`config.mk`:
```
export PLATFORM = sky130hd
export DESIGN_NAME = bovr_back
export DESIGN_NICKNAME = d
export VERILOG_FILES = /design/src/sv/bovr_pkg.sv /design/src/sv/bovr_back.sv
export SDC_FILE = /design/constraint.sdc
export NUM_CORES = 2
export LEC_CHECK = 0
export BUFFER_PORTS_ARGS = -buffer_cell sky130_fd_sc_hd__buf_4
export CAP_MARGIN = 40
export CELL_PAD_IN_SITES_DETAIL_PLACEMENT = 0
export CELL_PAD_IN_SITES_GLOBAL_PLACEMENT = 2
export CORE_MARGIN = 1.5
export CORE_UTILIZATION = 38
export CTS_BUF_LIST = sky130_fd_sc_hd__clkbuf_16
export DETAILED_ROUTE_END_ITERATION = 12
export GPL_ROUTABILITY_DRIVEN = 0
export PLACE_DENSITY_LB_ADDON = 0.3
export SETUP_SLACK_MARGIN = 0.2
export SLEW_MARGIN = 40
export SYNTH_ARGS = -nofsm -noshare
export SYNTH_HDL_FRONTEND = slang
export SYNTH_SLANG_ARGS = --single-unit
```
`constraint.sdc`:
```
create_clock -name i_clk -period 6.85 [get_ports i_clk]
set_clock_uncertainty 0.1 [all_clocks]
set_input_delay 1.37 -clock i_clk [delete_from_list [all_inputs] [get_ports i_clk]]
set_output_delay 1.37 -clock i_clk [all_outputs]
set_load 0.01 [all_outputs]
```
`src/sv/bovr_pkg.sv`:
```
// Shared constants and types for the box overlap volume ratio block.
package bovr_pkg;

    // Default coordinate width and queue depth.
    localparam int COORD_BITS_DEF  = 16;
    localparam int QUEUE_DEPTH_DEF = 4;

    // Fixed result and accumulator widths.
    localparam int SUM_W     = 64;
    localparam int RATIO_W   = 32;
    localparam int FRAC_BITS = 16;
    localparam int AXES      = 3;
    localparam int CFG_IDX_W = 3;

    // Configuration register indexes.
    typedef enum logic [CFG_IDX_W-1:0] {
        CFG_MIN_X = 3'd0,
        CFG_MIN_Y = 3'd1,
        CFG_MIN_Z = 3'd2,
        CFG_MAX_X = 3'd3,
        CFG_MAX_Y = 3'd4,
        CFG_MAX_Z = 3'd5
    } t_cfg_idx;

    // Divider sequencer states, one-hot.
    typedef enum logic [4:0] {
        S_IDLE = 5'b00001,
        S_VOL  = 5'b00010,
        S_PREP = 5'b00100,
        S_DIV  = 5'b01000,
        S_OUT  = 5'b10000
    } t_div_state;

    // Request from the accumulator to the divider.
    typedef struct packed {
        logic             start;
        logic [SUM_W-1:0] sum;
    } t_acc_req;

endpackage

```
`src/sv/bovr_back.sv`:
```
// Back part: multiplies the overlaps and keeps the saturating volume sum.
module bovr_back
    import bovr_pkg::*;
#(
    parameter int COORD_BITS = COORD_BITS_DEF
) (
    input  logic                     i_clk,
    input  logic                     i_rst_n,
    input  logic                     i_empty,
    input  logic [AXES*COORD_BITS:0] i_data,
    output logic                     o_pop,
    input  logic                     i_div_busy,
    output t_acc_req                 o_req
);
    localparam int P1_W   = 2 * COORD_BITS;
    localparam int PROD_W = 3 * COORD_BITS;

    logic [COORD_BITS-1:0] w_ovx;
    logic [COORD_BITS-1:0] w_ovy;
    logic [COORD_BITS-1:0] w_ovz;
    logic                  w_last;
    logic                  w_adv;
    logic [SUM_W:0]        w_add;
    logic [SUM_W-1:0]      w_sat;

    logic                  r_s1_valid;
    logic                  r_s1_last;
    logic [P1_W-1:0]       r_s1_p;
    logic [COORD_BITS-1:0] r_s1_z;
    logic                  r_s2_valid;
    logic                  r_s2_last;
    logic [PROD_W-1:0]     r_s2_p;
    logic [SUM_W-1:0]      r_sum;

    assign w_ovx  = i_data[COORD_BITS-1:0];
    assign w_ovy  = i_data[2*COORD_BITS-1:COORD_BITS];
    assign w_ovz  = i_data[3*COORD_BITS-1:2*COORD_BITS];
    assign w_last = i_data[3*COORD_BITS];

    // The pipe holds only while a finished list waits for the divider.
    assign w_adv = !(r_s2_valid && r_s2_last && i_div_busy);
    assign o_pop = w_adv && !i_empty;

    // Saturating add of the box volume to the running sum.
    assign w_add = {1'b0, r_sum} + (SUM_W + 1)'(r_s2_p);
    assign w_sat = w_add[SUM_W] ? '1 : w_add[SUM_W-1:0];

    assign o_req.start = r_s2_valid && r_s2_last && !i_div_busy;
    assign o_req.sum   = w_sat;

    // Stage valids and the running sum.
    always_ff @(posedge i_clk) begin
        if (!i_rst_n) begin
            r_s1_valid <= 1'b0;
            r_s2_valid <= 1'b0;
            r_sum      <= '0;
        end else if (w_adv) begin
            r_s1_valid <= o_pop;
            r_s2_valid <= r_s1_valid;
            if (r_s2_valid) begin
                r_sum <= r_s2_last ? '0 : w_sat;
            end
        end
    end

    // Two multiply stages.
    always_ff @(posedge i_clk) begin
        if (w_adv) begin
            r_s1_p    <= P1_W'(w_ovx) * P1_W'(w_ovy);
            r_s1_z    <= w_ovz;
            r_s1_last <= w_last;
            r_s2_p    <= PROD_W'(r_s1_p) * PROD_W'(r_s1_z);
            r_s2_last <= r_s1_last;
        end
    end

endmodule

```
==> key figures <==
Timing
  – Min Tclk post-route: 6.68 ns
  – Post-route clock period utilization: 0.976
  – Fin. Hold Viols: 0
  – Final setup fails: 0
  – Final setup margin: 0.168 ns
  – Unrepaired setup endpoints after global routing: yes
  – Achievable Freq: 150 MHz
  – Slew @ Worst Pin: 0.748 ns
  – Slew Limit Fails: 0
  – Rel. slew slack: 0.498

Floorplan
  – # rows: 107
  – Die height: 297 µm
  – Starting Density: 0.385
  – Placeable Area: 0.0854 mm²
  – Die Wd: 297 µm
  – Die area: 0.0884 mm²
  – IO Pins: 119

Critical path
  – CP dominant cell by count: fa_1
  – Crit path arrival time: 6.83 ns
  – Setup crit start kind: primary input
  – Worst-path fanout max: 11
  – Slowest stage delay, CP: 0.54 ns
  – CP required: 7.00 ns
  – Worst Setup Path Type: in2reg
  – Slowest cell on crit path: fa_1
  – Cell chain of the critical path: buf_12, nand2_2, fa_1, inv_1, fa_1, inv_1, fa_1, fa_1, fa_1, fa_1, inv_2, ha_4, a21o_1, a21o_1, a21oi_2, nor2_1, o41a_1, o41a_1, a21o_1, a21o_1, a21oi_2, xnor2_1
  – Setup crit end kind: flip-flop

Clocking
  – Worst skew pair latency: 0.50 ns
  – Clk slew on worst S/H paths: 0.08 ns
  – TritonCTS Buffers: 17
  – H-tree depth: 4
  – Clock Sinks: 164
  – CTS Hold Bufs: 0
  – CTS Buffer Depth: 2
  – Clk root buf: clkbuf_16
  – CTS tree: yes

Synth
  – Cells after synthesis: 3642
  – Synth async-reset ratio: 0
  – Avg Cell Area, Syn: 9.03 µm²
  – Unique cell type count in the Yosys netlist: 81
  – Main flop type after synthesis: edfxtp_1
  – Synth top area cells: fa_1, ha_1, edfxtp_1
  – Synth top area share: 0.373
  – Synth area leader: fa_1
  – Synth Net Count: 4580
  – Post-synth EDFFs: 98
  – Yosys warning count: 0
  – Sequential area share after synthesis: 0.130
  – Cell Area, Synth: 0.0329 mm²
  – #FFs+latches synth: 164

Placed design
  – Port Buffers: 118
  – Post-DP HPWL: 70100 µm
  – DP Worst Slack: -0.493 ns

Layout
  – Register area: 0.00426 mm²
  – Fraction of layout cells with a size suffix above 1: 0.155
  – Post-layout nets: 4844
  – Antenna cells: 0
  – Multi-input gate area: 0.0261 mm²
  – Fill count: 8494
  – Area grow syn2layout: 16.8%

Detailed routing
  – Vias per inst: 4.84
  – WL met1: 40700 µm
  – Vias: 24.5k
  – DRT antenna net count: 0
  – 1st-iter DRT viols: 877
  – Residual DRC count: 0
  – Met2 WL: 39400 µm
  – Drt wl/cell: 16.5 µm
  – DR top layer: met5
  – 1st-pass router iterations: 5
  – Met3 WL: 2620 µm
  – Total Routed Length: 83500 µm

Global routing
  – Number of global-route vias before repair: 26.4k
  – First-pass GRT wire length: 140000 µm
  – GR Overflow Total: 0
  – Largest net degree at the start of global routing: 60
  – Initial antenna violation count: 3
  – Tot GR Track Use: 0.195

Worst hold path
  – Hold Path Class: reg2reg

Status
  – Status: finished clean

Run
  – # Max-Cap Violations: 0
sequential cells by signal, indices dropped and copies added, names as in the netlist:
register	flops
r_s2_valid	1
r_s2_p	48
r_s1_z	16
r_s1_p	32
r_sum	64
r_s2_last	1
r_s1_valid	1
r_s1_last	1
final cells by class:
class,instances,share of cell area
Clock inverter,14,0.00332
Inverter,703,0.0688
Sequential cell,164,0.111
Multi-Input combinational cell,2620,0.678
Tap cell,1144,0.0373
Clock buffer,18,0.0117
Timing Repair Buffer,400,0.0896
cells in the mapped netlist (41+ instances only):
cell type,count
a21o_1,59
a21oi_1,131
a22o_1,41
and2_1,301
clkbuf_1,143
dfxtp_1,66
edfxtp_1,98
fa_1,613
ha_1,272
inv_1,703
nand2_1,624
nor2_1,71
o21ai_0,56
xnor2_1,79
cell usage in the layout (no fill, tap or decap), types with 18 or more instances in the layout:
cell type and n:
inv_1 678, nand2_1 608, fa_1 606, buf_4 347, and2_1 285, ha_1 249
a21oi_1 115, edfxtp_1 98, xnor2_1 77, nor2_1 69, dfxtp_1 66, a21o_1 59
o21ai_0 49, a22o_1 41, xor2_1 38, nand3_1 32, inv_2 24, buf_6 24
nor2b_1 22, o21bai_1 21, clkbuf_16 21, ha_4 20, buf_12 20, a21oi_2 19
o21a_1 18, nand4_1 18, o311ai_1 18
final timing paths:
check	from	end	slack (ns)	cells after the start
max	i_data[17]	r_s1_p[24]	0.17	22
min	r_s1_last	r_s2_last	0.34	0
max reg2reg	r_s1_p[12]	r_s2_p[44]	0.19	24
min reg2reg	r_s1_last	r_s2_last	0.34	0
per-stage QoR:
step | utilization | setup TNS, ns | hold slack (ns) | cell area (µm²) | instances
after CTS | 0.440 | 0 | 0.340 | 37600 | 5044
after global placement | 0.431 | -3.28 | 0.314 | 36800 | 5004
after detailed placement | 0.431 | -3.77 | 0.319 | 36800 | 5005
final | 0.450 | 0 | 0.339 | 38400 | 5063
after global routing | 0.450 | -0.264 | 0.354 | 38400 | 5063
after floorplan | - | -0.312 | 0.300 | 33200 | 3642
what timing repair did:
action,in CTS,in global routing
pin swaps,15,53
buffers inserted,7,16
endpoints found under the setup margin,14,28
gates cloned,0,3
gates resized for setup,25,152
worst max-delay path, delay by kind of cell:
kind	cells	cell delay, ns
adders and majority gates	7	3.21
buffers and inverters	4	0.27
AOI/OAI and AO/OA	8	1.69
and+or+nand+nor	2	0.15
xor gates and xnor gates	1	0.09
cells by family after synthesis:
logic type | count (synthesis) | share of synthesized area
AOI/OAI and AO/OA | 456 | 0.0956
xor gates and xnor gates | 117 | 0.0311
adders and majority gates | 885 | 0.476
buffers and inverters | 858 | 0.0986
DFF | 164 | 0.130
muxes | 7 | 0.00224
and+or+nand+nor | 1155 | 0.166
layer usage:
metal  up-vias  global-route usage
met1     12269               0.271
met2       335               0.327
met4         6              0.0316
met5         -                   0
met3        56              0.0254
li1      11850                   -
Power is left out: the tool's default activity adds up to more than one toggle a clock period on the data nets, which glitch-free logic cannot reach.
