`src/sv/bovr_pkg.sv`:
```
// Shared constants and types for the box overlap volume ratio block.
package bovr_pkg;

    // Default coordinate width and queue depth.
    localparam int COORD_BITS_DEF  = 16;
    localparam int QUEUE_DEPTH_DEF = 4;

    // Fixed result and accumulator widths.
    localparam int SUM_W     = 64;
    localparam int RATIO_W   = 32;
    localparam int FRAC_BITS = 16;
    localparam int AXES      = 3;
    localparam int CFG_IDX_W = 3;

    // Configuration register indexes.
    typedef enum logic [CFG_IDX_W-1:0] {
        CFG_MIN_X = 3'd0,
        CFG_MIN_Y = 3'd1,
        CFG_MIN_Z = 3'd2,
        CFG_MAX_X = 3'd3,
        CFG_MAX_Y = 3'd4,
        CFG_MAX_Z = 3'd5
    } t_cfg_idx;

    // Divider sequencer states, one-hot.
    typedef enum logic [4:0] {
        S_IDLE = 5'b00001,
        S_VOL  = 5'b00010,
        S_PREP = 5'b00100,
        S_DIV  = 5'b01000,
        S_OUT  = 5'b10000
    } t_div_state;

    // Request from the accumulator to the divider.
    typedef struct packed {
        logic             start;
        logic [SUM_W-1:0] sum;
    } t_acc_req;

endpackage

```
`src/sv/bovr_ifs.sv`:
```
// Handshake channel interfaces for boxes, results and configuration writes.
interface bovr_box_if #(parameter int COORD_BITS = 16);
    logic                         valid;
    logic                         ready;
    logic signed [COORD_BITS-1:0] box_min_x;
    logic signed [COORD_BITS-1:0] box_min_y;
    logic signed [COORD_BITS-1:0] box_min_z;
    logic signed [COORD_BITS-1:0] box_max_x;
    logic signed [COORD_BITS-1:0] box_max_y;
    logic signed [COORD_BITS-1:0] box_max_z;
    logic                         last_box;

    modport source (output valid, box_min_x, box_min_y, box_min_z,
                    box_max_x, box_max_y, box_max_z, last_box, input ready);
    modport sink (input valid, box_min_x, box_min_y, box_min_z,
                  box_max_x, box_max_y, box_max_z, last_box, output ready);
endinterface


```
`src/sv/bovr_front.sv`:
```
// Front part: takes boxes and clamps each axis overlap with the reference box.
module bovr_front
    import bovr_pkg::*;
#(
    parameter int COORD_BITS = COORD_BITS_DEF
) (
    bovr_box_if.sink                      i_box,
    input  logic signed [COORD_BITS-1:0]  i_ref_min [AXES],
    input  logic signed [COORD_BITS-1:0]  i_ref_max [AXES],
    input  logic                          i_full,
    output logic                          o_push,
    output logic [AXES*COORD_BITS:0]      o_data
);
    logic signed [COORD_BITS-1:0] w_bmin [AXES];
    logic signed [COORD_BITS-1:0] w_bmax [AXES];
    logic signed [COORD_BITS-1:0] w_lo   [AXES];
    logic signed [COORD_BITS-1:0] w_hi   [AXES];
    logic signed [COORD_BITS:0]   w_diff [AXES];
    logic [COORD_BITS-1:0]        w_ov   [AXES];

    assign w_bmin[0] = i_box.box_min_x;
    assign w_bmin[1] = i_box.box_min_y;
    assign w_bmin[2] = i_box.box_min_z;
    assign w_bmax[0] = i_box.box_max_x;
    assign w_bmax[1] = i_box.box_max_y;
    assign w_bmax[2] = i_box.box_max_z;

    // Per-axis overlap, clamped at zero.
    always_comb begin
        for (int a = 0; a < AXES; a++) begin
            w_lo[a]   = (i_ref_min[a] > w_bmin[a]) ? i_ref_min[a] : w_bmin[a];
            w_hi[a]   = (i_ref_max[a] < w_bmax[a]) ? i_ref_max[a] : w_bmax[a];
            w_diff[a] = {w_hi[a][COORD_BITS-1], w_hi[a]} - {w_lo[a][COORD_BITS-1], w_lo[a]};
            w_ov[a]   = (w_diff[a] > 0) ? w_diff[a][COORD_BITS-1:0] : '0;
        end
    end

    // An item enters the queue whenever the queue has room.
    assign i_box.ready = !i_full;
    assign o_push      = i_box.valid && !i_full;
    assign o_data      = {i_box.last_box, w_ov[2], w_ov[1], w_ov[0]};

endmodule

```
`src/flat_wrapper.sv`:
```
// flat-port wrapper written by rule: the top's interface ports become plain ports
module bovr_front_flat import bovr_pkg::*;
#(
    parameter int COORD_BITS = COORD_BITS_DEF
)
  (i_ref_min, i_ref_max, i_full, o_push, o_data, i_box_valid, i_box_box_min_x, i_box_box_min_y, i_box_box_min_z, i_box_box_max_x, i_box_box_max_y, i_box_box_max_z, i_box_last_box, i_box_ready);
  bovr_box_if #(.COORD_BITS(COORD_BITS)) i_box_i ();
  input  logic signed [COORD_BITS-1:0] i_ref_min[AXES];
  input  logic signed [COORD_BITS-1:0] i_ref_max[AXES];
  input  logic i_full;
  output logic o_push;
  output logic [AXES*COORD_BITS:0] o_data;
  input wire logic [$bits(i_box_i.valid)-1:0] i_box_valid;
  input wire logic [$bits(i_box_i.box_min_x)-1:0] i_box_box_min_x;
  input wire logic [$bits(i_box_i.box_min_y)-1:0] i_box_box_min_y;
  input wire logic [$bits(i_box_i.box_min_z)-1:0] i_box_box_min_z;
  input wire logic [$bits(i_box_i.box_max_x)-1:0] i_box_box_max_x;
  input wire logic [$bits(i_box_i.box_max_y)-1:0] i_box_box_max_y;
  input wire logic [$bits(i_box_i.box_max_z)-1:0] i_box_box_max_z;
  input wire logic [$bits(i_box_i.last_box)-1:0] i_box_last_box;
  output wire logic [$bits(i_box_i.ready)-1:0] i_box_ready;
  assign i_box_i.valid = i_box_valid;
  assign i_box_i.box_min_x = i_box_box_min_x;
  assign i_box_i.box_min_y = i_box_box_min_y;
  assign i_box_i.box_min_z = i_box_box_min_z;
  assign i_box_i.box_max_x = i_box_box_max_x;
  assign i_box_i.box_max_y = i_box_box_max_y;
  assign i_box_i.box_max_z = i_box_box_max_z;
  assign i_box_i.last_box = i_box_last_box;
  assign i_box_ready = i_box_i.ready;
  bovr_front #(.COORD_BITS(COORD_BITS)) u_core (.i_box(i_box_i), .i_ref_min(i_ref_min), .i_ref_max(i_ref_max), .i_full(i_full), .o_push(o_push), .o_data(o_data));
endmodule
```
`config.mk`:
```
export PLATFORM = sky130hd
export DESIGN_NAME = bovr_front_flat
export DESIGN_NICKNAME = d
export VERILOG_FILES = /design/src/sv/bovr_pkg.sv /design/src/sv/bovr_ifs.sv /design/src/sv/bovr_front.sv /design/src/flat_wrapper.sv
export SDC_FILE = /design/constraint.sdc
export NUM_CORES = 1
export LEC_CHECK = 0
export BUFFER_PORTS_ARGS = -buffer_cell sky130_fd_sc_hd__buf_2
export CORE_ASPECT_RATIO = 1.25
export CORE_UTILIZATION = 52
export DETAILED_ROUTE_END_ITERATION = 8
export MAX_ROUTING_LAYER = met4
export PLACE_DENSITY = 0.87
export SLEW_MARGIN = 20
export SYNTH_ARGS = -nofsm -noshare
export SYNTH_HDL_FRONTEND = slang
export SYNTH_SLANG_ARGS = --single-unit
```
`constraint.sdc`:
```
create_clock -name vclk -period 5.5
set_clock_uncertainty 0.15 [all_clocks]
set_input_delay 0.275 -clock vclk [all_inputs]
set_output_delay 0.275 -clock vclk [all_outputs]
set_load 0.02 [all_outputs]
```
==> results by group <==
Timing
  – Unrepaired setup endpoints after global routing: no
  – Rel. slew slack: between 50% and 60%
  – Min Clock Period, post-route: slightly above 5000 ps
  – Setup_tns: 0 ps
  – Final setup violation count: 0
  – FMAX: between 0.15 and 0.2 GHz
  – Fin crit share: approximately 93%
  – Final Hold Fails: 0
  – Slew at the pin closest to its max-slew limit: 674 ps
  – Max Slew Vio Count: 0

Layout
  – Most frequent cells in the layout: buf_2, ha_1, inv_1, nor2_1, mux2i_1
  – Diodes inserted: 0
  – # clk buffers: 0
  – Fill cells: 962
  – Nets: ~1,300
  – Count of flip-flops and latches: 0
  – Most common cell after layout, fill and taps aside: buf_2
  – P&R area growth vs syn: 23.0%
  – Register Area: 0 µm²
  – Share of layout cells above drive strength 1: between 30% and 40%

Route
  – DR pass1 iterations: 6
  – Vias: about 6,500
  – Vias per inst: between 5 and 6
  – Post-DRT Antenna Nets: 0
  – DRC: 32
  – Routed WL: approximately 17 mm
  – Starting DRT DRC Count: around 240
  – Wire per inst: about 15 µm

Global routing
  – Vias in the first global route: 6,365
  – Total GRT Usage: between 20 and 30%
  – Initial antenna violation count: 0
  – First-pass GRT wire length: 27.4 mm
  – Largest net degree at the start of global routing: 17
  – Gr ovfl total: 0

Worst setup path
  – Crit-path max FO: 15
  – Crit end category: primary output
  – Startpoint Class: input pin
  – Critical Path AT: 4700 ps
  – CP required: roughly 5100 ps
  – Critical path class: in2out

Placed design
  – PortBufs: approximately 240
  – Gpl congestion: ~0.92
  – Dpl hpwl: ~15 mm

Synth
  – Cell variety after synth: 64
  – Post-Syn Area: around 5900 µm²
  – Syn nets: roughly 1,100
  – Synth top area share: between 20% and 30%
  – Top cells by area, synth: ha_1, mux2i_1, inv_1
  – Cells after synthesis: around 750
  – Post-Syn Area per Cell: 7.89 µm²
  – Seq/Total Area, Yosys: 0%
  – Largest area contributor in the netlist: ha_1
  – YS warnings: 0

Power
  – P_leak: 0.00421 µW
  – Total power density per cell area: 229 nW/µm²
  – Design Power: 1670 µW
  – Worst vdd ir: 228 µV

Run
  – Number of max-cap violations: 0

Floorplan
  – IO Count: 246
  – DIE HEIGHT: 122 µm
  – Initial Util: 53.4%
  – Number of cell rows: 43
  – Die Width: around 98 µm
  – Die Area: ~12,000 µm²
  – Core area: 11,100 µm²

Clock tree
  – Postcts setup bufs: 0

Hold path
  – Hold Path Class: in2out

Outcome
  – Failing checks: design-rule violations
  – Outcome: finished, violations left
[cell type report]
type / instances / area (µm²) / area share (%)
multi-input cells: 634 / 5460 / 74.7
repair buffers: 252 / 1280 / 17.5
well taps: 135 / 169 / 2.31
inverters: 107 / 402 / 5.49
[synthesized netlist by cell type (all sizes together) (2+ instances only)]
cell and count:
a2111oi 12, a211oi 14, a21o 29, a21oi 38
a311oi 4, a31o 2, a31oi 9, and2 5
and3 6, buf 10, clkbuf 3, fa 3
ha 141, inv 107, mux2 49, mux2i 52
nand2 23, nand2b 9, nand3 8, nand4 13
nor2 64, nor2b 12, nor3 17, nor3b 2
nor4 5, o2111ai 4, o211ai 6, o21a 17
o21ai 28, o21bai 7, o22ai 4, o2bb2ai 2
o31ai 5, o41ai 2, or2 2, or4 2
xnor2 19, xor2 9
[worst paths after layout]
kind	start	endpoint	slack [ps]	depth (start not counted)
max	i_box_box_max_y[1]	o_data[23]	370	20
min	i_box_last_box	o_data[48]	400	0
[critical path: stages]
cell	delay (ps)
buf_2	100
inv_1	40
ha_1	290
a2111oi_2	300
nor4_1	110
o2111ai_1	200
o2bb2ai_1	170
mux2i_2	430
mux2i_1	330
ha_1	210
inv_1	50
fa_1	420
a211oi_2	260
o21bai_1	110
a21oi_2	260
o31ai_4	130
a2111oi_2	420
mux2_4	340
nor3_1	80
buf_2	170
[cells by family after synthesis]
| group | after synthesis | synth area share (%) |
|---|---|---|
| and+or+nand+nor | 172 | 14.4 |
| muxes | 101 | 19.7 |
| adders and majority gates | 144 | 30.7 |
| AOI/OAI and AO/OA | 189 | 22.7 |
| xor gates and xnor gates | 28 | 4.12 |
| buffers and inverters | 120 | 8.39 |
[what timing repair did]
item	CTS	global route
gates resized for setup	0	3
endpoints found under the setup margin	0	25
hold buffers	0	0
[power breakdown]
group / leakage (µW) / switching, µW / internal [µW]
logic: 0.00421 / 984 / 691
clock network: 0 / 0 / 0
registers: 0 / 0 / 0
total: 0.00421 / 984 / 691
[per-layer routing]
layer / vias to the layer above / share of wire [%] / GRT usage (%)
li1: 3258 / - / -
met1: 2931 / 39 / 30.0
met2: 224 / 52 / 55.4
met3: 62 / 4.4 / 1.49
met4: 0 / 4.3 / 10.7
met5: - / 0 / -
[metrics by stage]
step	instance area (µm²)	worst slack, ps	hold WS [ps]	cells	util (%)
6_report	7310	372	400	1128	65.7
5_1_grt	7310	77.7	400	1128	65.7
4_1_cts	7300	359	400	1128	65.5
3_5_place_dp	7300	368	400	1128	65.5
3_3_place_gp	7300	461	400	1128	65.5
2_1_floorplan	5950	461	477	754	-
No activity file was read; power rests on OpenSTA's default activity.
