==> src/sv/bovr_pkg.sv <==
// Shared constants and types for the box overlap volume ratio block.
package bovr_pkg;

    // Default coordinate width and queue depth.
    localparam int COORD_BITS_DEF  = 16;
    localparam int QUEUE_DEPTH_DEF = 4;

    // Fixed result and accumulator widths.
    localparam int SUM_W     = 64;
    localparam int RATIO_W   = 32;
    localparam int FRAC_BITS = 16;
    localparam int AXES      = 3;
    localparam int CFG_IDX_W = 3;

    // Configuration register indexes.
    typedef enum logic [CFG_IDX_W-1:0] {
        CFG_MIN_X = 3'd0,
        CFG_MIN_Y = 3'd1,
        CFG_MIN_Z = 3'd2,
        CFG_MAX_X = 3'd3,
        CFG_MAX_Y = 3'd4,
        CFG_MAX_Z = 3'd5
    } t_cfg_idx;

    // Divider sequencer states, one-hot.
    typedef enum logic [4:0] {
        S_IDLE = 5'b00001,
        S_VOL  = 5'b00010,
        S_PREP = 5'b00100,
        S_DIV  = 5'b01000,
        S_OUT  = 5'b10000
    } t_div_state;

    // Request from the accumulator to the divider.
    typedef struct packed {
        logic             start;
        logic [SUM_W-1:0] sum;
    } t_acc_req;

endpackage

==> src/sv/bovr_ifs.sv <==


interface bovr_res_if;
    logic        valid;
    logic        ready;
    logic [31:0] overlap_ratio;
    logic        bad_reference;

    modport source (output valid, overlap_ratio, bad_reference, input ready);
    modport sink (input valid, overlap_ratio, bad_reference, output ready);
endinterface


==> src/sv/bovr_div.sv <==
// Reference volume and bit-serial Q16.16 division of the summed volume.
module bovr_div
    import bovr_pkg::*;
#(
    parameter int COORD_BITS = COORD_BITS_DEF
) (
    input  logic                         i_clk,
    input  logic                         i_rst_n,
    input  logic signed [COORD_BITS-1:0] i_ref_min [AXES],
    input  logic signed [COORD_BITS-1:0] i_ref_max [AXES],
    input  t_acc_req                     i_req,
    output logic                         o_busy,
    bovr_res_if.source                   o_res
);
    localparam int P1_W  = 2 * COORD_BITS;
    localparam int REM_W = 3 * COORD_BITS;
    localparam int CNT_W = $clog2(RATIO_W);

    logic signed [COORD_BITS:0] w_d   [AXES];
    logic [COORD_BITS-1:0]      w_mag [AXES];
    logic                       w_zero;
    logic                       w_neg;
    logic [REM_W:0]             w_shift;
    logic                       w_ge;

    t_div_state           r_state;
    t_div_state           n_state;
    logic [SUM_W-1:0]     r_num;
    logic [P1_W-1:0]      r_m1;
    logic [REM_W-1:0]     r_den;
    logic [REM_W-1:0]     r_rem;
    logic [RATIO_W-1:0]   r_low;
    logic [RATIO_W-1:0]   r_quo;
    logic [CNT_W-1:0]     r_cnt;
    logic                 r_bad;

    // Reference edge lengths: magnitude, zero and sign of the volume.
    always_comb begin
        w_zero = 1'b0;
        w_neg  = 1'b0;
        for (int a = 0; a < AXES; a++) begin
            w_d[a]   = {i_ref_max[a][COORD_BITS-1], i_ref_max[a]}
                     - {i_ref_min[a][COORD_BITS-1], i_ref_min[a]};
            w_mag[a] = w_d[a][COORD_BITS] ? COORD_BITS'(-w_d[a]) : w_d[a][COORD_BITS-1:0];
            w_zero   = w_zero | (w_d[a] == '0);
            w_neg    = w_neg ^ w_d[a][COORD_BITS];
        end
    end

    // One restoring division step.
    assign w_shift = {r_rem, r_low[RATIO_W-1]};
    assign w_ge    = (w_shift >= (REM_W + 1)'(r_den));

    // Sequencer.
    always_comb begin
        n_state = r_state;
        unique case (r_state)
            S_IDLE: if (i_req.start) n_state = S_VOL;
            S_VOL:  n_state = S_PREP;
            S_PREP: begin
                if (r_bad || ((r_num >> FRAC_BITS) >= SUM_W'(r_den))) begin
                    n_state = S_OUT;
                end else begin
                    n_state = S_DIV;
                end
            end
            S_DIV:  if (r_cnt == '0) n_state = S_OUT;
            S_OUT:  if (o_res.ready) n_state = S_IDLE;
            default: n_state = S_IDLE;
        endcase
    end

    always_ff @(posedge i_clk) begin
        if (!i_rst_n) begin
            r_state <= S_IDLE;
        end else begin
            r_state <= n_state;
        end
    end

    // Datapath registers. The dividend is the sum shifted left by the
    // fraction width; its upper part seeds the remainder, which is already
    // below the divisor once saturation has been ruled out.
    always_ff @(posedge i_clk) begin
        case (r_state)
            S_IDLE: begin
                if (i_req.start) begin
                    r_num <= i_req.sum;
                    r_m1  <= P1_W'(w_mag[0]) * P1_W'(w_mag[1]);
                    r_bad <= w_zero || w_neg;
                end
            end
            S_VOL: begin
                r_den <= REM_W'(r_m1) * REM_W'(w_mag[2]);
            end
            S_PREP: begin
                if (r_bad) begin
                    r_quo <= '0;
                end else if ((r_num >> FRAC_BITS) >= SUM_W'(r_den)) begin
                    r_quo <= '1;
                end else begin
                    r_quo <= '0;
                    r_rem <= REM_W'(r_num >> FRAC_BITS);
                    r_low <= {r_num[FRAC_BITS-1:0], {(RATIO_W - FRAC_BITS){1'b0}}};
                    r_cnt <= CNT_W'(RATIO_W - 1);
                end
            end
            S_DIV: begin
                r_rem <= w_ge ? REM_W'(w_shift - (REM_W + 1)'(r_den)) : REM_W'(w_shift);
                r_low <= {r_low[RATIO_W-2:0], 1'b0};
                r_quo <= {r_quo[RATIO_W-2:0], w_ge};
                r_cnt <= r_cnt - 1'b1;
            end
            default: begin
            end
        endcase
    end

    assign o_busy              = (r_state != S_IDLE);
    assign o_res.valid         = (r_state == S_OUT);
    assign o_res.overlap_ratio = r_quo;
    assign o_res.bad_reference = r_bad;

    // A new list only starts on an idle divider.
    a_start_idle: assert property (@(posedge i_clk) disable iff (!i_rst_n)
        i_req.start |-> r_state == S_IDLE)
        else $error("divider started while busy");

    // The volume product follows a start directly.
    a_start_vol: assert property (@(posedge i_clk) disable iff (!i_rst_n)
        i_req.start |=> r_state == S_VOL)
        else $error("start did not lead to the volume step");

    // The partial remainder stays below the divisor.
    a_rem_bound: assert property (@(posedge i_clk) disable iff (!i_rst_n)
        r_state == S_DIV |-> r_rem < r_den)
        else $error("remainder not below divisor");

    // A bad reference always reports a zero ratio.
    a_bad_zero: assert property (@(posedge i_clk) disable iff (!i_rst_n)
        (o_res.valid && o_res.bad_reference) |-> o_res.overlap_ratio == '0)
        else $error("bad reference with nonzero ratio");

endmodule

==> src/flat_wrapper.sv <==
// flat-port wrapper written by rule: the top's interface ports become plain ports
module bovr_div_flat import bovr_pkg::*;
#(
    parameter int COORD_BITS = COORD_BITS_DEF
)
  (i_clk, i_rst_n, i_ref_min, i_ref_max, i_req, o_busy, o_res_valid, o_res_overlap_ratio, o_res_bad_reference, o_res_ready);
  bovr_res_if o_res_i ();
  input  logic i_clk;
  input  logic i_rst_n;
  input  logic signed [COORD_BITS-1:0] i_ref_min[AXES];
  input  logic signed [COORD_BITS-1:0] i_ref_max[AXES];
  input  t_acc_req i_req;
  output logic o_busy;
  output wire logic [$bits(o_res_i.valid)-1:0] o_res_valid;
  output wire logic [$bits(o_res_i.overlap_ratio)-1:0] o_res_overlap_ratio;
  output wire logic [$bits(o_res_i.bad_reference)-1:0] o_res_bad_reference;
  input wire logic [$bits(o_res_i.ready)-1:0] o_res_ready;
  assign o_res_valid = o_res_i.valid;
  assign o_res_overlap_ratio = o_res_i.overlap_ratio;
  assign o_res_bad_reference = o_res_i.bad_reference;
  assign o_res_i.ready = o_res_ready;
  bovr_div #(.COORD_BITS(COORD_BITS)) u_core (.i_clk(i_clk), .i_rst_n(i_rst_n), .i_ref_min(i_ref_min), .i_ref_max(i_ref_max), .i_req(i_req), .o_busy(o_busy), .o_res(o_res_i));
endmodule
==> config.mk <==
export PLATFORM = sky130hd
export DESIGN_NAME = bovr_div_flat
export DESIGN_NICKNAME = d
export VERILOG_FILES = /design/src/sv/bovr_pkg.sv /design/src/sv/bovr_ifs.sv /design/src/sv/bovr_div.sv /design/src/flat_wrapper.sv
export SDC_FILE = /design/constraint.sdc
export NUM_CORES = 2
export LEC_CHECK = 0
export ABC_AREA = 1
export ABC_CLOCK_PERIOD_IN_PS = 10200
export BUFFER_PORTS_ARGS = -buffer_cell sky130_fd_sc_hd__buf_2
export CORE_ASPECT_RATIO = 0.8
export CORE_MARGIN = 2
export CORE_UTILIZATION = 50
export CTS_CLUSTER_SIZE = 8
export DETAILED_ROUTE_END_ITERATION = 6
export PLACE_DENSITY = 0.7
export SETUP_SLACK_MARGIN = 0.15
export SLEW_MARGIN = 20
export SYNTH_ARGS = -nofsm -noshare
export SYNTH_HDL_FRONTEND = slang
export SYNTH_SLANG_ARGS = --single-unit
export TNS_END_PERCENT = 20
==> constraint.sdc <==
create_clock -name i_clk -period 10.2 [get_ports i_clk]
set_input_delay 1.53 -clock i_clk [delete_from_list [all_inputs] [get_ports i_clk]]
set_output_delay 1.53 -clock i_clk [all_outputs]
set_load 0.03 [all_outputs]
==> metrics.txt <==
status complete, no violations; Worst setup SP type input port; CTS buffer count 38; GRT overflow 0; FMAX 108 MHz; H-Tree Depth 2; total clock sinks 251; ranking of synthesized cells by area fa_1, edfxtp_1, nand2_1, inv_1, ha_1; HPWL after detailed placement 108 mm; asr flop ratio synth 0%; Synth Warn # 0; die height 270 um; final WL 130 mm; total number of vias 38,500; CP peak stage delay 0.65 ns; Yosys reg bits 251; Critical R2R Launch u_core.r_m1[31]; CP Capture Type register; fin. max-slew vios 0; crit path DAT 9.60 ns; Max Cap Viol 0; setup bufs post-CTS 0; Worst Hold Path EP u_core.r_low[27]; Yosys cell types 53; R2R Path End u_core.r_den[40]; period utilization 91.0%; Final Net Count 7,120; Slowest-stage cell, CP nor4_1; Hold Vio Cnt, Final 0; Worst Reg-to-Reg Cells 19; vias in the first global route 38,400; top cell type's share of synthesized area 27.8%; Post-synth top flop edfxtp_1; layout cells sized above 1 7.16%; first-pass GRT wire length 208 mm; # resized after CTS 0; Root Driver clkbuf_16; Slew headroom 29.3%; DRT iter0 DRCs 3,787; core area 0.0877 sq mm; Syn Nets 6,963; HP Class reg2reg; Tmin final 9.29 ns; Clk pin slew, worst setup/hold paths 0.06 ns; most used cell, CP nand2_1; routed vias/inst 5.36; Rows 97; Remaining DRCs 0; Syn Area/Cell 7.63 sq um; Hold Startpoint u_core.r_num[11]; synthesis-to-layout area growth 7.68%; CTS max path bufs 3; Worst Tran Pin Value 1.06 ns; hold buffers post-CTS 0; CTS tree done; RSZ-0062 raised after global routing false; Synth Cell Area 0.0443 sq mm; worst path required time 10.51 ns; cells after synthesis 5,811; hold slack 0.507 ns; RePlAce Congestion 1.02; sequential share of the synthesized area 16.9%; most common cell after layout, fill and taps aside nand2_1; reg-to-reg slack, setup 3.03 ns; Routed Antenna Nets 0; Fin Setup TNS 0 ns; most frequent cells in the layout nand2_1, inv_1, fa_1; Chip Width 337 um; initial antenna violation count 3; routed length per placed instance 18.1 um; io pins 199; Initial Util 50.5%; GRT Util Overall 29.2%; Worst Hold Depth 2; Max FO, Critical Path 26; clock latency on the worst-skew pair 0.58 ns; Synth area leader fa_1; Worst Skew 0.0343 ns; final setup fails 0; die footprint 0.0911 sq mm; DRT Pass-1 Iters 6; Post-synth EDFFs 246; crit path kind in2reg; largest net degree at the start of global routing 77; port buffer count 198
[critical path: cells and delay by family]
family | cells | cell delay, ns
simple gates | 16 | 2.71
compound gates | 1 | 0.16
xor+xnor | 1 | 0.11
buf+inv | 7 | 0.91
fa+ha+maj | 9 | 4.15
[cells in the mapped netlist, types with 4 or more instances]
cell type / number
nand2_2: 33
o21ai_2: 6
xor2_2: 8
o21ai_0: 110
nand3b_1: 23
edfxtp_1: 246
buf_2: 62
o21a_1: 8
buf_1: 7
nand3_2: 8
clkbuf_1: 57
a21oi_2: 11
a21oi_1: 293
inv_1: 1315
o31ai_1: 4
buf_6: 9
a21o_1: 21
nor2_2: 11
xor2_1: 48
nand3_1: 221
dfxtp_1: 5
nand2_1: 1628
nor2_1: 400
nor3_1: 24
inv_2: 18
nor4_1: 12
o21bai_1: 15
xnor2_1: 55
fa_1: 616
a31oi_1: 25
o21ai_1: 5
xor2_4: 4
ha_1: 372
nand4_1: 88
buf_4: 14
[per-layer routing]
layer	wire length [um]	vias to the layer above	GRT usage, %
met5	0	-	0
met4	3260	0	7.40
met3	16500	221	9.62
met2	53400	1777	42.1
met1	57000	18400	42.0
li1	-	18000	-
[worst max path at each step]
stage | start | to | slack (ns) | cells past startpoint
after global placement | i_ref_min[0] | u_core.r_den[34] | 0.51 | 34
after detailed placement | i_ref_min[0] | u_core.r_den[35] | 0.47 | 39
after global routing | i_ref_max[0] | u_core.r_den[39] | 0.40 | 40
after floorplan | i_ref_max[32] | u_core.r_m1[29] | 1.81 | 40
after CTS | i_ref_min[0] | u_core.r_den[35] | 1.08 | 39
final | i_ref_min[0] | u_core.r_den[41] | 0.91 | 34
[cell type report]
type | instances | area, sq um
Antenna cell | 3 | 7.51
Clock buffer | 55 | 1020
Clock inverter | 5 | 75.1
Fill cell | 8337 | 40000
Inverter | 1337 | 5020
Multi-Input combinational cell | 4074 | 31100
Sequential cell | 251 | 7490
Tap cell | 1188 | 1490
Timing Repair Buffer | 266 | 1530
[cells by family after synthesis]
family	share of synthesized area (%)
AOI/OAI and AO/OA	6.31
xor gates and xnor gates	2.61
DFF	16.9
buffers and inverters	13.0
and+or+nand+nor	22.8
adders and majority gates	38.3
[metrics by stage]
| step | cells | util, % | instance area [sq um] | setup slack, ns |
|---|---|---|---|---|
| after floorplan | 5811 | - | 44300 | 1.81 |
| after global placement | 7116 | 53.1 | 46600 | 0.507 |
| after detailed placement | 7116 | 53.1 | 46600 | 0.475 |
| after CTS | 7176 | 54.4 | 47700 | 1.08 |
| after global routing | 7179 | 54.4 | 47700 | 0.405 |
| final | 7179 | 54.4 | 47700 | 0.913 |
[sequential cells by signal, summed over array words and instances (netlist names)]
name                        flops
u_core.r_state                  5
u_core.o_res.overlap_ratio     32
u_core.r_m1                    32
u_core.r_cnt                    5
u_core.o_res.bad_reference      1
u_core.r_low                   16
u_core.r_num                   64
u_core.r_rem                   48
u_core.r_den                   48
Power is not shown: default switching activity piles up to over one toggle a cycle in this logic, so the estimate is an artifact.
