[config.mk]
export PLATFORM = sky130hd
export DESIGN_NAME = bovr_fifo
export DESIGN_NICKNAME = d
export VERILOG_FILES = /design/src/sv/bovr_pkg.sv /design/src/sv/bovr_fifo.sv
export SDC_FILE = /design/constraint.sdc
export NUM_CORES = 1
export LEC_CHECK = 0
export BUFFER_PORTS_ARGS = -buffer_cell sky130_fd_sc_hd__buf_2
export CORE_MARGIN = 5
export CORE_UTILIZATION = 42
export CTS_CLUSTER_SIZE = 30
export DETAILED_ROUTE_END_ITERATION = 7
export GPL_ROUTABILITY_DRIVEN = 1
export SLEW_MARGIN = 20
export SYNTH_ARGS = -nofsm -noshare
export SYNTH_HDL_FRONTEND = slang
export SYNTH_SLANG_ARGS = --single-unit
[constraint.sdc]
create_clock -name i_clk -period 4.4 [get_ports i_clk]
set_clock_uncertainty 0.15 [all_clocks]
set_input_delay 0.22 -clock i_clk [delete_from_list [all_inputs] [get_ports i_clk]]
set_output_delay 0.22 -clock i_clk [all_outputs]
set_load 0.05 [all_outputs]
[src/sv/bovr_pkg.sv]
// Shared constants and types for the box overlap volume ratio block.
package bovr_pkg;

    // Default coordinate width and queue depth.
    localparam int COORD_BITS_DEF  = 16;
    localparam int QUEUE_DEPTH_DEF = 4;

    // Fixed result and accumulator widths.
    localparam int SUM_W     = 64;
    localparam int RATIO_W   = 32;
    localparam int FRAC_BITS = 16;
    localparam int AXES      = 3;
    localparam int CFG_IDX_W = 3;

    // Configuration register indexes.
    typedef enum logic [CFG_IDX_W-1:0] {
        CFG_MIN_X = 3'd0,
        CFG_MIN_Y = 3'd1,
        CFG_MIN_Z = 3'd2,
        CFG_MAX_X = 3'd3,
        CFG_MAX_Y = 3'd4,
        CFG_MAX_Z = 3'd5
    } t_cfg_idx;

    // Divider sequencer states, one-hot.
    typedef enum logic [4:0] {
        S_IDLE = 5'b00001,
        S_VOL  = 5'b00010,
        S_PREP = 5'b00100,
        S_DIV  = 5'b01000,
        S_OUT  = 5'b10000
    } t_div_state;

    // Request from the accumulator to the divider.
    typedef struct packed {
        logic             start;
        logic [SUM_W-1:0] sum;
    } t_acc_req;

endpackage

[src/sv/bovr_fifo.sv]
// Small register queue between the front and the back part.
module bovr_fifo
    import bovr_pkg::*;
#(
    parameter int WIDTH = 8,
    parameter int DEPTH = QUEUE_DEPTH_DEF
) (
    input  logic             i_clk,
    input  logic             i_rst_n,
    input  logic             i_push,
    input  logic [WIDTH-1:0] i_data,
    output logic             o_full,
    input  logic             i_pop,
    output logic [WIDTH-1:0] o_data,
    output logic             o_empty
);
    localparam int PTR_W = (DEPTH > 1) ? $clog2(DEPTH) : 1;
    localparam int CNT_W = $clog2(DEPTH + 1);

    logic [WIDTH-1:0] r_mem [DEPTH];
    logic [PTR_W-1:0] r_wr_ptr;
    logic [PTR_W-1:0] r_rd_ptr;
    logic [CNT_W-1:0] r_count;

    assign o_full  = (r_count == CNT_W'(DEPTH));
    assign o_empty = (r_count == '0);
    assign o_data  = r_mem[r_rd_ptr];

    // Pointer and fill count update.
    always_ff @(posedge i_clk) begin
        if (!i_rst_n) begin
            r_wr_ptr <= '0;
            r_rd_ptr <= '0;
            r_count  <= '0;
        end else begin
            if (i_push) begin
                r_wr_ptr <= (r_wr_ptr == PTR_W'(DEPTH - 1)) ? '0 : r_wr_ptr + 1'b1;
            end
            if (i_pop) begin
                r_rd_ptr <= (r_rd_ptr == PTR_W'(DEPTH - 1)) ? '0 : r_rd_ptr + 1'b1;
            end
            if (i_push && !i_pop) begin
                r_count <= r_count + 1'b1;
            end else if (!i_push && i_pop) begin
                r_count <= r_count - 1'b1;
            end
        end
    end

    // Storage write.
    always_ff @(posedge i_clk) begin
        if (i_push) begin
            r_mem[r_wr_ptr] <= i_data;
        end
    end

endmodule

==> results of run 1 <==
[per-layer routing]
metal | GRT usage [%] | up-vias | share of wire (%)
met3 | 3.46 | 4 | 5.3
met1 | 13.6 | 379 | 44
met5 | 0 | - | 0
li1 | - | 389 | -
met2 | 16.6 | 17 | 49
met4 | 8.77 | 0 | 2.2
[power breakdown]
group	internal (mW)	switching, mW
Combinational	0.0490	0.0852
Sequential	0.441	0.0161
Clock	0.110	0.113
[worst paths after layout]
path | cells after the start | end | from
setup reg to reg | 4 | r_count[2] | r_count[0]
hold reg to reg | 2 | r_count[2] | r_count[2]
setup / recovery | 2 | o_data[0] | flop
hold / removal | 1 | r_mem[0][1] | i_data[1]
[area by class of cell]
type,instances,area share [%]
multi-input cells,39,23.1
flip-flops and latches,41,59.6
inverters,4,0.784
clock inverters,1,0.196
clock buffers,7,3.99
well taps,48,3.14
repair buffers,28,9.15
[cells by family (layout without fill, tap and decap cells)]
family	count (synthesis)	after routing
and+or+nand+nor	15	15
DFF	41	41
buffers and inverters	6	40
xor gates and xnor gates	2	2
adders and majority gates	7	7
muxes	12	12
AOI/OAI and AO/OA	3	3
[cell usage after synthesis]
cell type                  instances  area share (%)
sky130_fd_sc_hd__xor2_1            1            0.54
sky130_fd_sc_hd__o21ai_0           1            0.31
sky130_fd_sc_hd__nor3_1            2            0.62
sky130_fd_sc_hd__or3_1             1            0.39
sky130_fd_sc_hd__inv_1             4            0.93
sky130_fd_sc_hd__mux4_2            8              11
sky130_fd_sc_hd__mux2i_1           4             2.5
sky130_fd_sc_hd__nor2_1            1            0.23
sky130_fd_sc_hd__nor3b_1           1            0.46
sky130_fd_sc_hd__buf_6             1            0.70
sky130_fd_sc_hd__ha_1              6             4.6
sky130_fd_sc_hd__a21boi_1          1            0.46
sky130_fd_sc_hd__dfxtp_1           9              11
sky130_fd_sc_hd__and2_1            5             1.9
sky130_fd_sc_hd__edfxtp_1         32              59
sky130_fd_sc_hd__xnor2_1           1            0.54
sky130_fd_sc_hd__o21a_1            1            0.46
sky130_fd_sc_hd__nor2b_1           5             1.9
sky130_fd_sc_hd__clkbuf_2          1            0.31
sky130_fd_sc_hd__fa_1              1             1.2
[flip-flops by register name, summed over array words and instances, names as in the netlist, named ones only]
| name | cells |
|---|---|
| r_wr_ptr | 2 |
| r_mem | 32 |
| r_rd_ptr | 2 |
| r_count | 3 |
[timing repair]
| item | CTS | global route |
|---|---|---|
| resized for setup | 0 | 0 |
| setup buffers | 0 | 0 |
| endpoints found under the hold margin | 26 | 0 |
| hold buffers | 7 | 0 |
[critical path: cells and delay by family (launching register included)]
| kind | cells | cell delay [ps] |
|---|---|---|
| flops | 1 | 660 |
| mux | 1 | 580 |
| buf+inv | 1 | 230 |
[through the flow]
| stage | cells | total power, mW |
|---|---|---|
| 3_5_place_dp | 153 | 0.598 |
| 4_1_cts | 168 | 0.827 |
| 2_1_floorplan | 86 | 0.564 |
| 5_1_grt | 168 | 0.859 |
| 6_report | 168 | 0.815 |
| 3_3_place_gp | 153 | 0.594 |
==> run_results.csv, run 1 <==
group,metric,value,unit
detailed_routing,postRouteWirelength,2480,um
floorplan,floorplan.initialDensity,43.8,%
cells_and_area,commonest_non_fill_non_tap_cell_in_the_layout,"sky130_fd_sc_hd__edfxtp_1",
clock_tree,htreeDepth,2,
power,cellLeakagePower,0.701,nW
power,ir_worst_vdd,0.249,mV
cells_and_area,final_layout_size_suffix_gt1_share,28.3,%
placed_design,io_buffers,21,
setup_path,reg2reg_setup_slack,2800,ps
clock_tree,cts_inserted_buffers,5,
yosys,syn-mean-instance-area,18.8,sq um
floorplan,std_cell_core_area,0.00369,sq mm
run_status,status,"completed",
clock_tree,clk_pin_slew,70,ps
yosys,syn-cell-area,0.00162,sq mm
detailed_routing,route.vias.total,789,
timing,worst_hold_margin,12.2,ps
yosys,yosys.cell_types.count,20,
timing,max_slew.worst_pin.slew,542,ps
clock_tree,clock_tree.buffer_depth,2,
yosys,postSynthRegisterBits,41,
timing,max_freq,471,MHz
timing,final.setup.tns,0,ps
yosys,main_combinational_cell_family_by_area_after_synthesis,"multiplexers",
yosys,yosysSeqAreaShare,70.6,%
floorplan,rows,22,
yosys,synth-simple-area-share,5.58,%
global_route,grt_max_degree,13,
floorplan,fp.dieW,72.0,um
setup_path,critPathSlowestCell,"sky130_fd_sc_hd__dfxtp_1",
yosys,yosys_warnings,0,
clock_tree,clock_insertion_delay_at_the_later_pin_of_the_skew_report,280,ps
detailed_routing,routed_wire_length_per_instance,14.8,um
timing,timing.final.crit_period,2120,ps
placed_design,dpl.hpwl,1690,um
yosys,synth-xor-area-share,1.08,%
global_route,first_global_vias,810,
detailed_routing,drt_pre_antenna_iters,4,
yosys,syn-num-nets,105,
floorplan,overall_die_area,0.00519,sq mm
setup_path,critical_path.max_fanout,8,
placed_design,place_area,0.00176,sq mm
floorplan,io-pin-count,22,
detailed_routing,viasPerCell,4.70,
timing,min_period_over_period,48.2,%
cells_and_area,sequential_cell_area,0.00114,sq mm
cells_and_area,layout_common_cells,"sky130_fd_sc_hd__edfxtp_1, sky130_fd_sc_hd__buf_2, sky130_fd_sc_hd__dfxtp_1",
timing,finalSetupViolCount,0,
global_route,globalRouteOverflowTotal,0,
detailed_routing,ant_nets,0,
setup_path,setup.worst_path.start_class,"flop",
cells_and_area,area_growth,18.5,%
clock_tree,clock_sinks,41,
setup_path,crit_chain,"mux4_2 -> buf_2",
timing,rsz0062_at_grt,"false",
detailed_routing,route.detailed.drc,0,
timing,timing.final.hold_violations,0,
timing,timing.max_slew.rel_slack,63.8,%
clock_tree,tritoncts,"done",
yosys,post_synth_fa_ha_maj_area_fraction,5.89,%
cells_and_area,multi_input_comb_area,443,sq um
setup_path,cp.arrival,1750,ps
setup_path,critPathRequiredTime,4030,ps
timing,setup_ws,2280,ps
yosys,synth_compound_gate_area_share,1.24,%
setup_path,timing_worst_setup_path_type,"flop to output pin",
global_route,grt_antenna_before_repair,0,
yosys,synth.mux.area_fraction,13.6,%
cells_and_area,finalInstanceArea,0.00191,sq mm
placed_design,pre_cts_slack,2530,ps
clock_tree,cts_root_buf,"sky130_fd_sc_hd__clkbuf_8",
setup_path,cp-end-kind,"output pin",
cells_and_area,antenna_cells_inserted,0,
placed_design,place_congestion,0.735,
detailed_routing,drt_iter0_markers,36,
flow_run,cap_viol_max_count,0,
yosys,cells_after_synth,86,
cells_and_area,utilization,51.9,%
hold_path,min_path_type,"input port to flop",
power,powerDensity,426,mW/mm^2
cells_and_area,layout.filler_cells,326,
timing,maxSlewViolCount,0,
global_route,grt.total_usage,11.2,%
cells_and_area,finalNetCount,138,
setup_path,worst_path_largest_cell_delay,660,ps
floorplan,fp.dieH,72.0,um
global_route,first_pass_grt_wire_length,4080,um
(Power assumes the default switching activity.)
==> inputs of run 2 (changes only) <==
- ABC_AREA: not set -> 1
- clock period: 4.4 -> 1.87 ns (I/O delays scaled with it)
==> run 2 against run 1 <==
Net effect: utilization is 2.0 points higher; worst setup slack worse by 2100 ps; register-to-register slack got worse by 2300 ps; die area increased by 1.9%; wire length rose by 19%; synthesized cell count is 57% higher; global-route usage up 1.2 points; hold slack improved by 5.3 ps; sequential share of layout area fell by 3.0 points; non-clock buffer count is 4 higher; critical endpoint is now o_data[1].
==> run_results.csv, run 2 <==
group,metric,value,unit
cells_and_area,utilization,53.9,%
timing,final.setup.tns,0,ps
floorplan,floorplan.initialDensity,44.1,%
yosys,yosys.cell_types.count,19,
placed_design,placed_cells,203,
yosys,synth-main-ff-cell,"sky130_fd_sc_hd__edfxtp_1",
floorplan,rows,22,
run_status,status,"completed",
cells_and_area,final_layout_size_suffix_gt1_share,22.0,%
floorplan,io-pin-count,22,
placed_design,place_area,0.00180,sq mm
setup_path,cp.arrival,1490,ps
cells_and_area,largest_register_ff_count,32,
yosys,postSynthRegisterBits,41,
detailed_routing,drt_pre_antenna_iters,4,
yosys,synth_top_cell_by_area,"sky130_fd_sc_hd__edfxtp_1",
clock_tree,clk_pin_slew,70,ps
global_route,grt_antenna_before_repair,0,
clock_tree,tritoncts,"done",
detailed_routing,drt_iter0_markers,43,
setup_path,timing_worst_setup_path_type,"flop to output pin",
cells_and_area,layout.filler_cells,338,
clock_tree,clock_sinks,41,
setup_path,bufs_and_invs_on_worst_path,2,
yosys,synth.top_cell.area_share,58.2,%
cells_and_area,post_layout_nonfiller_instances,221,
yosys,cells_after_synth,135,
clock_tree,post_cts_buffers,0,
setup_path,crit_chain,"buf_4 -> o21ai_0 -> o22ai_1 -> buf_2",
yosys,yosysSeqAreaShare,69.1,%
timing,max_slew.worst_pin.slew,391,ps
detailed_routing,routed_wire_length_per_instance,13.3,um
timing,timing.max_slew.rel_slack,73.9,%
global_route,globalRouteOverflowTotal,0,
setup_path,critPathRequiredTime,1630,ps
clock_tree,clock_insertion_delay_at_the_later_pin_of_the_skew_report,280,ps
detailed_routing,ant_nets,0,
global_route,grt_max_degree,17,
clock_tree,cts_root_buf,"sky130_fd_sc_hd__clkbuf_8",
yosys,syn-mean-instance-area,12.2,sq um
detailed_routing,postRouteWirelength,2950,um
yosys,async_flop_share,0,%
setup_path,regToRegStartpoint,"r_wr_ptr[0]",
detailed_routing,route.detailed.drc,0,
timing,worst_hold_margin,17.4,ps
power,powerDensity,1040,mW/mm^2
global_route,globalRouteMet1Util,15.8,%
clock_tree,htreeDepth,2,
timing,rsz0062_at_grt,"false",
cells_and_area,reg.largest.list,"r_mem: 32 flops, r_count: 3 flops",
global_route,gr-usage-met2,19.2,%
timing,max_freq,578,MHz
floorplan,std_cell_core_area,0.00374,sq mm
yosys,syn-num-nets,154,
hold_path,min_path_type,"input port to flop",
cells_and_area,finalNetCount,191,
yosys,synth_edf_count,32,
cells_and_area,layout_common_cells,"sky130_fd_sc_hd__edfxtp_1, sky130_fd_sc_hd__nor2_1, sky130_fd_sc_hd__buf_2",
timing,setup_ws,138,ps
cells_and_area,sequential_cell_area,0.00114,sq mm
cells_and_area,regMostFlops,"r_mem",
timing,timing.final.crit_period,1730,ps
floorplan,fp.dieW,72.7,um
floorplan,fp.dieH,72.7,um
yosys,yosys_warnings,0,
setup_path,cp-end-kind,"output pin",
global_route,first_pass_grt_wire_length,4860,um
cells_and_area,commonest_non_fill_non_tap_cell_in_the_layout,"sky130_fd_sc_hd__edfxtp_1",
cells_and_area,antenna_cells_inserted,0,
global_route,top_usage_layer,"met2",
placed_design,place_congestion,0.721,
setup_path,cpLargestDelayFamily,"buffers and inverters",
timing,timing.final.hold_violations,0,
power,cellLeakagePower,0.811,nW
detailed_routing,route.vias.total,1047,
placed_design,dpl.hpwl,2050,um
global_route,grt.total_usage,12.4,%
yosys,syn-cell-area,0.00165,sq mm
power,ir_worst_vdd,0.597,mV
placed_design,pre_cts_slack,321,ps
yosys,synth.top_cells.by_count,"sky130_fd_sc_hd__edfxtp_1, sky130_fd_sc_hd__nor2_1, sky130_fd_sc_hd__inv_1, sky130_fd_sc_hd__o21ai_0, sky130_fd_sc_hd__dfxtp_1",
detailed_routing,viasPerCell,4.74,
global_route,first_global_vias,1046,
power,totalPowerFinal,2.10,mW
cells_and_area,multi_input_comb_area,430,sq um
timing,finalSetupViolCount,0,
clock_tree,cts_inserted_buffers,5,
cells_and_area,finalInstanceArea,0.00202,sq mm
timing,min_period_over_period,92.6,%
setup_path,setup.worst_path.start_class,"flop",
flow_run,cap_viol_max_count,0,
cells_and_area,area_growth,22.2,%
placed_design,io_buffers,21,
setup_path,reg2reg_setup_slack,450,ps
setup_path,critPathSlowestCell,"sky130_fd_sc_hd__dfxtp_2",
clock_tree,clock_tree.buffer_depth,2,
yosys,synthMostInstantiatedCell,"sky130_fd_sc_hd__edfxtp_1",
floorplan,overall_die_area,0.00529,sq mm
hold_path,timing.hold.worst.start,"i_push",
global_route,met3_usage,3.72,%
setup_path,worst_path_largest_cell_delay,450,ps
yosys,post_synth_main_area_contributors,"sky130_fd_sc_hd__edfxtp_1, sky130_fd_sc_hd__dfxtp_1, sky130_fd_sc_hd__nor2_1",
setup_path,critical_path.max_fanout,10,
timing,maxSlewViolCount,0,
-- run 2: worst register-to-register path, cell delays in order, from the launching register on --
cell and delay [ps]:
sky130_fd_sc_hd__dfxtp_1 400, sky130_fd_sc_hd__ha_1 190, sky130_fd_sc_hd__nand2_1 50, sky130_fd_sc_hd__inv_1 300
-- run 2: cell type report --
class / instances / share of cell area (%)
clock buffer: 6 / 3.60
tap: 48 / 2.98
clock inverter: 2 / 1.74
sequential: 41 / 56.6
inverter: 16 / 3.10
multi-input combinational: 76 / 21.3
timing repair buffer: 32 / 10.7
-- run 2: routing by layer --
layer | share of wire, % | vias to the layer above
met5 | 0 | -
met1 | 46 | 486
met3 | 4.1 | 4
met2 | 49 | 15
met4 | 1.3 | 0
li1 | - | 542
-- run 2: cells by family after synthesis --
| logic type | count (synthesis) | synth area share [%] |
|---|---|---|
| AOI/OAI and AO/OA | 30 | 10.2 |
| xor gates and xnor gates | 1 | 0.530 |
| adders and majority gates | 7 | 5.76 |
| buffers and inverters | 18 | 5.00 |
| DFF | 41 | 69.1 |
| and+or+nand+nor | 38 | 9.47 |
-- run 2: final timing paths --
| path | endpoint | depth (start not counted) |
|---|---|---|
| setup / recovery | o_data[1] | 4 |
| hold / removal | r_wr_ptr[1] | 3 |
| setup reg to reg | r_mem[3][1] | 3 |
| hold reg to reg | r_wr_ptr[1] | 2 |
-- run 2: power by group --
| group | switching, mW | total (mW) | internal [mW] |
|---|---|---|---|
| Clock | 0.286 | 0.682 | 0.396 |
| Combinational | 0.245 | 0.350 | 0.105 |
| Sequential | 0.0335 | 1.07 | 1.03 |
| Total | 0.565 | 2.10 | 1.53 |
-- run 2: timing repair --
item / in CTS / in global routing
hold endpoints to repair: 39 / 0
hold buffers: 10 / 0
setup endpoints to repair: 1 / 7
gates resized for setup: 1 / 6
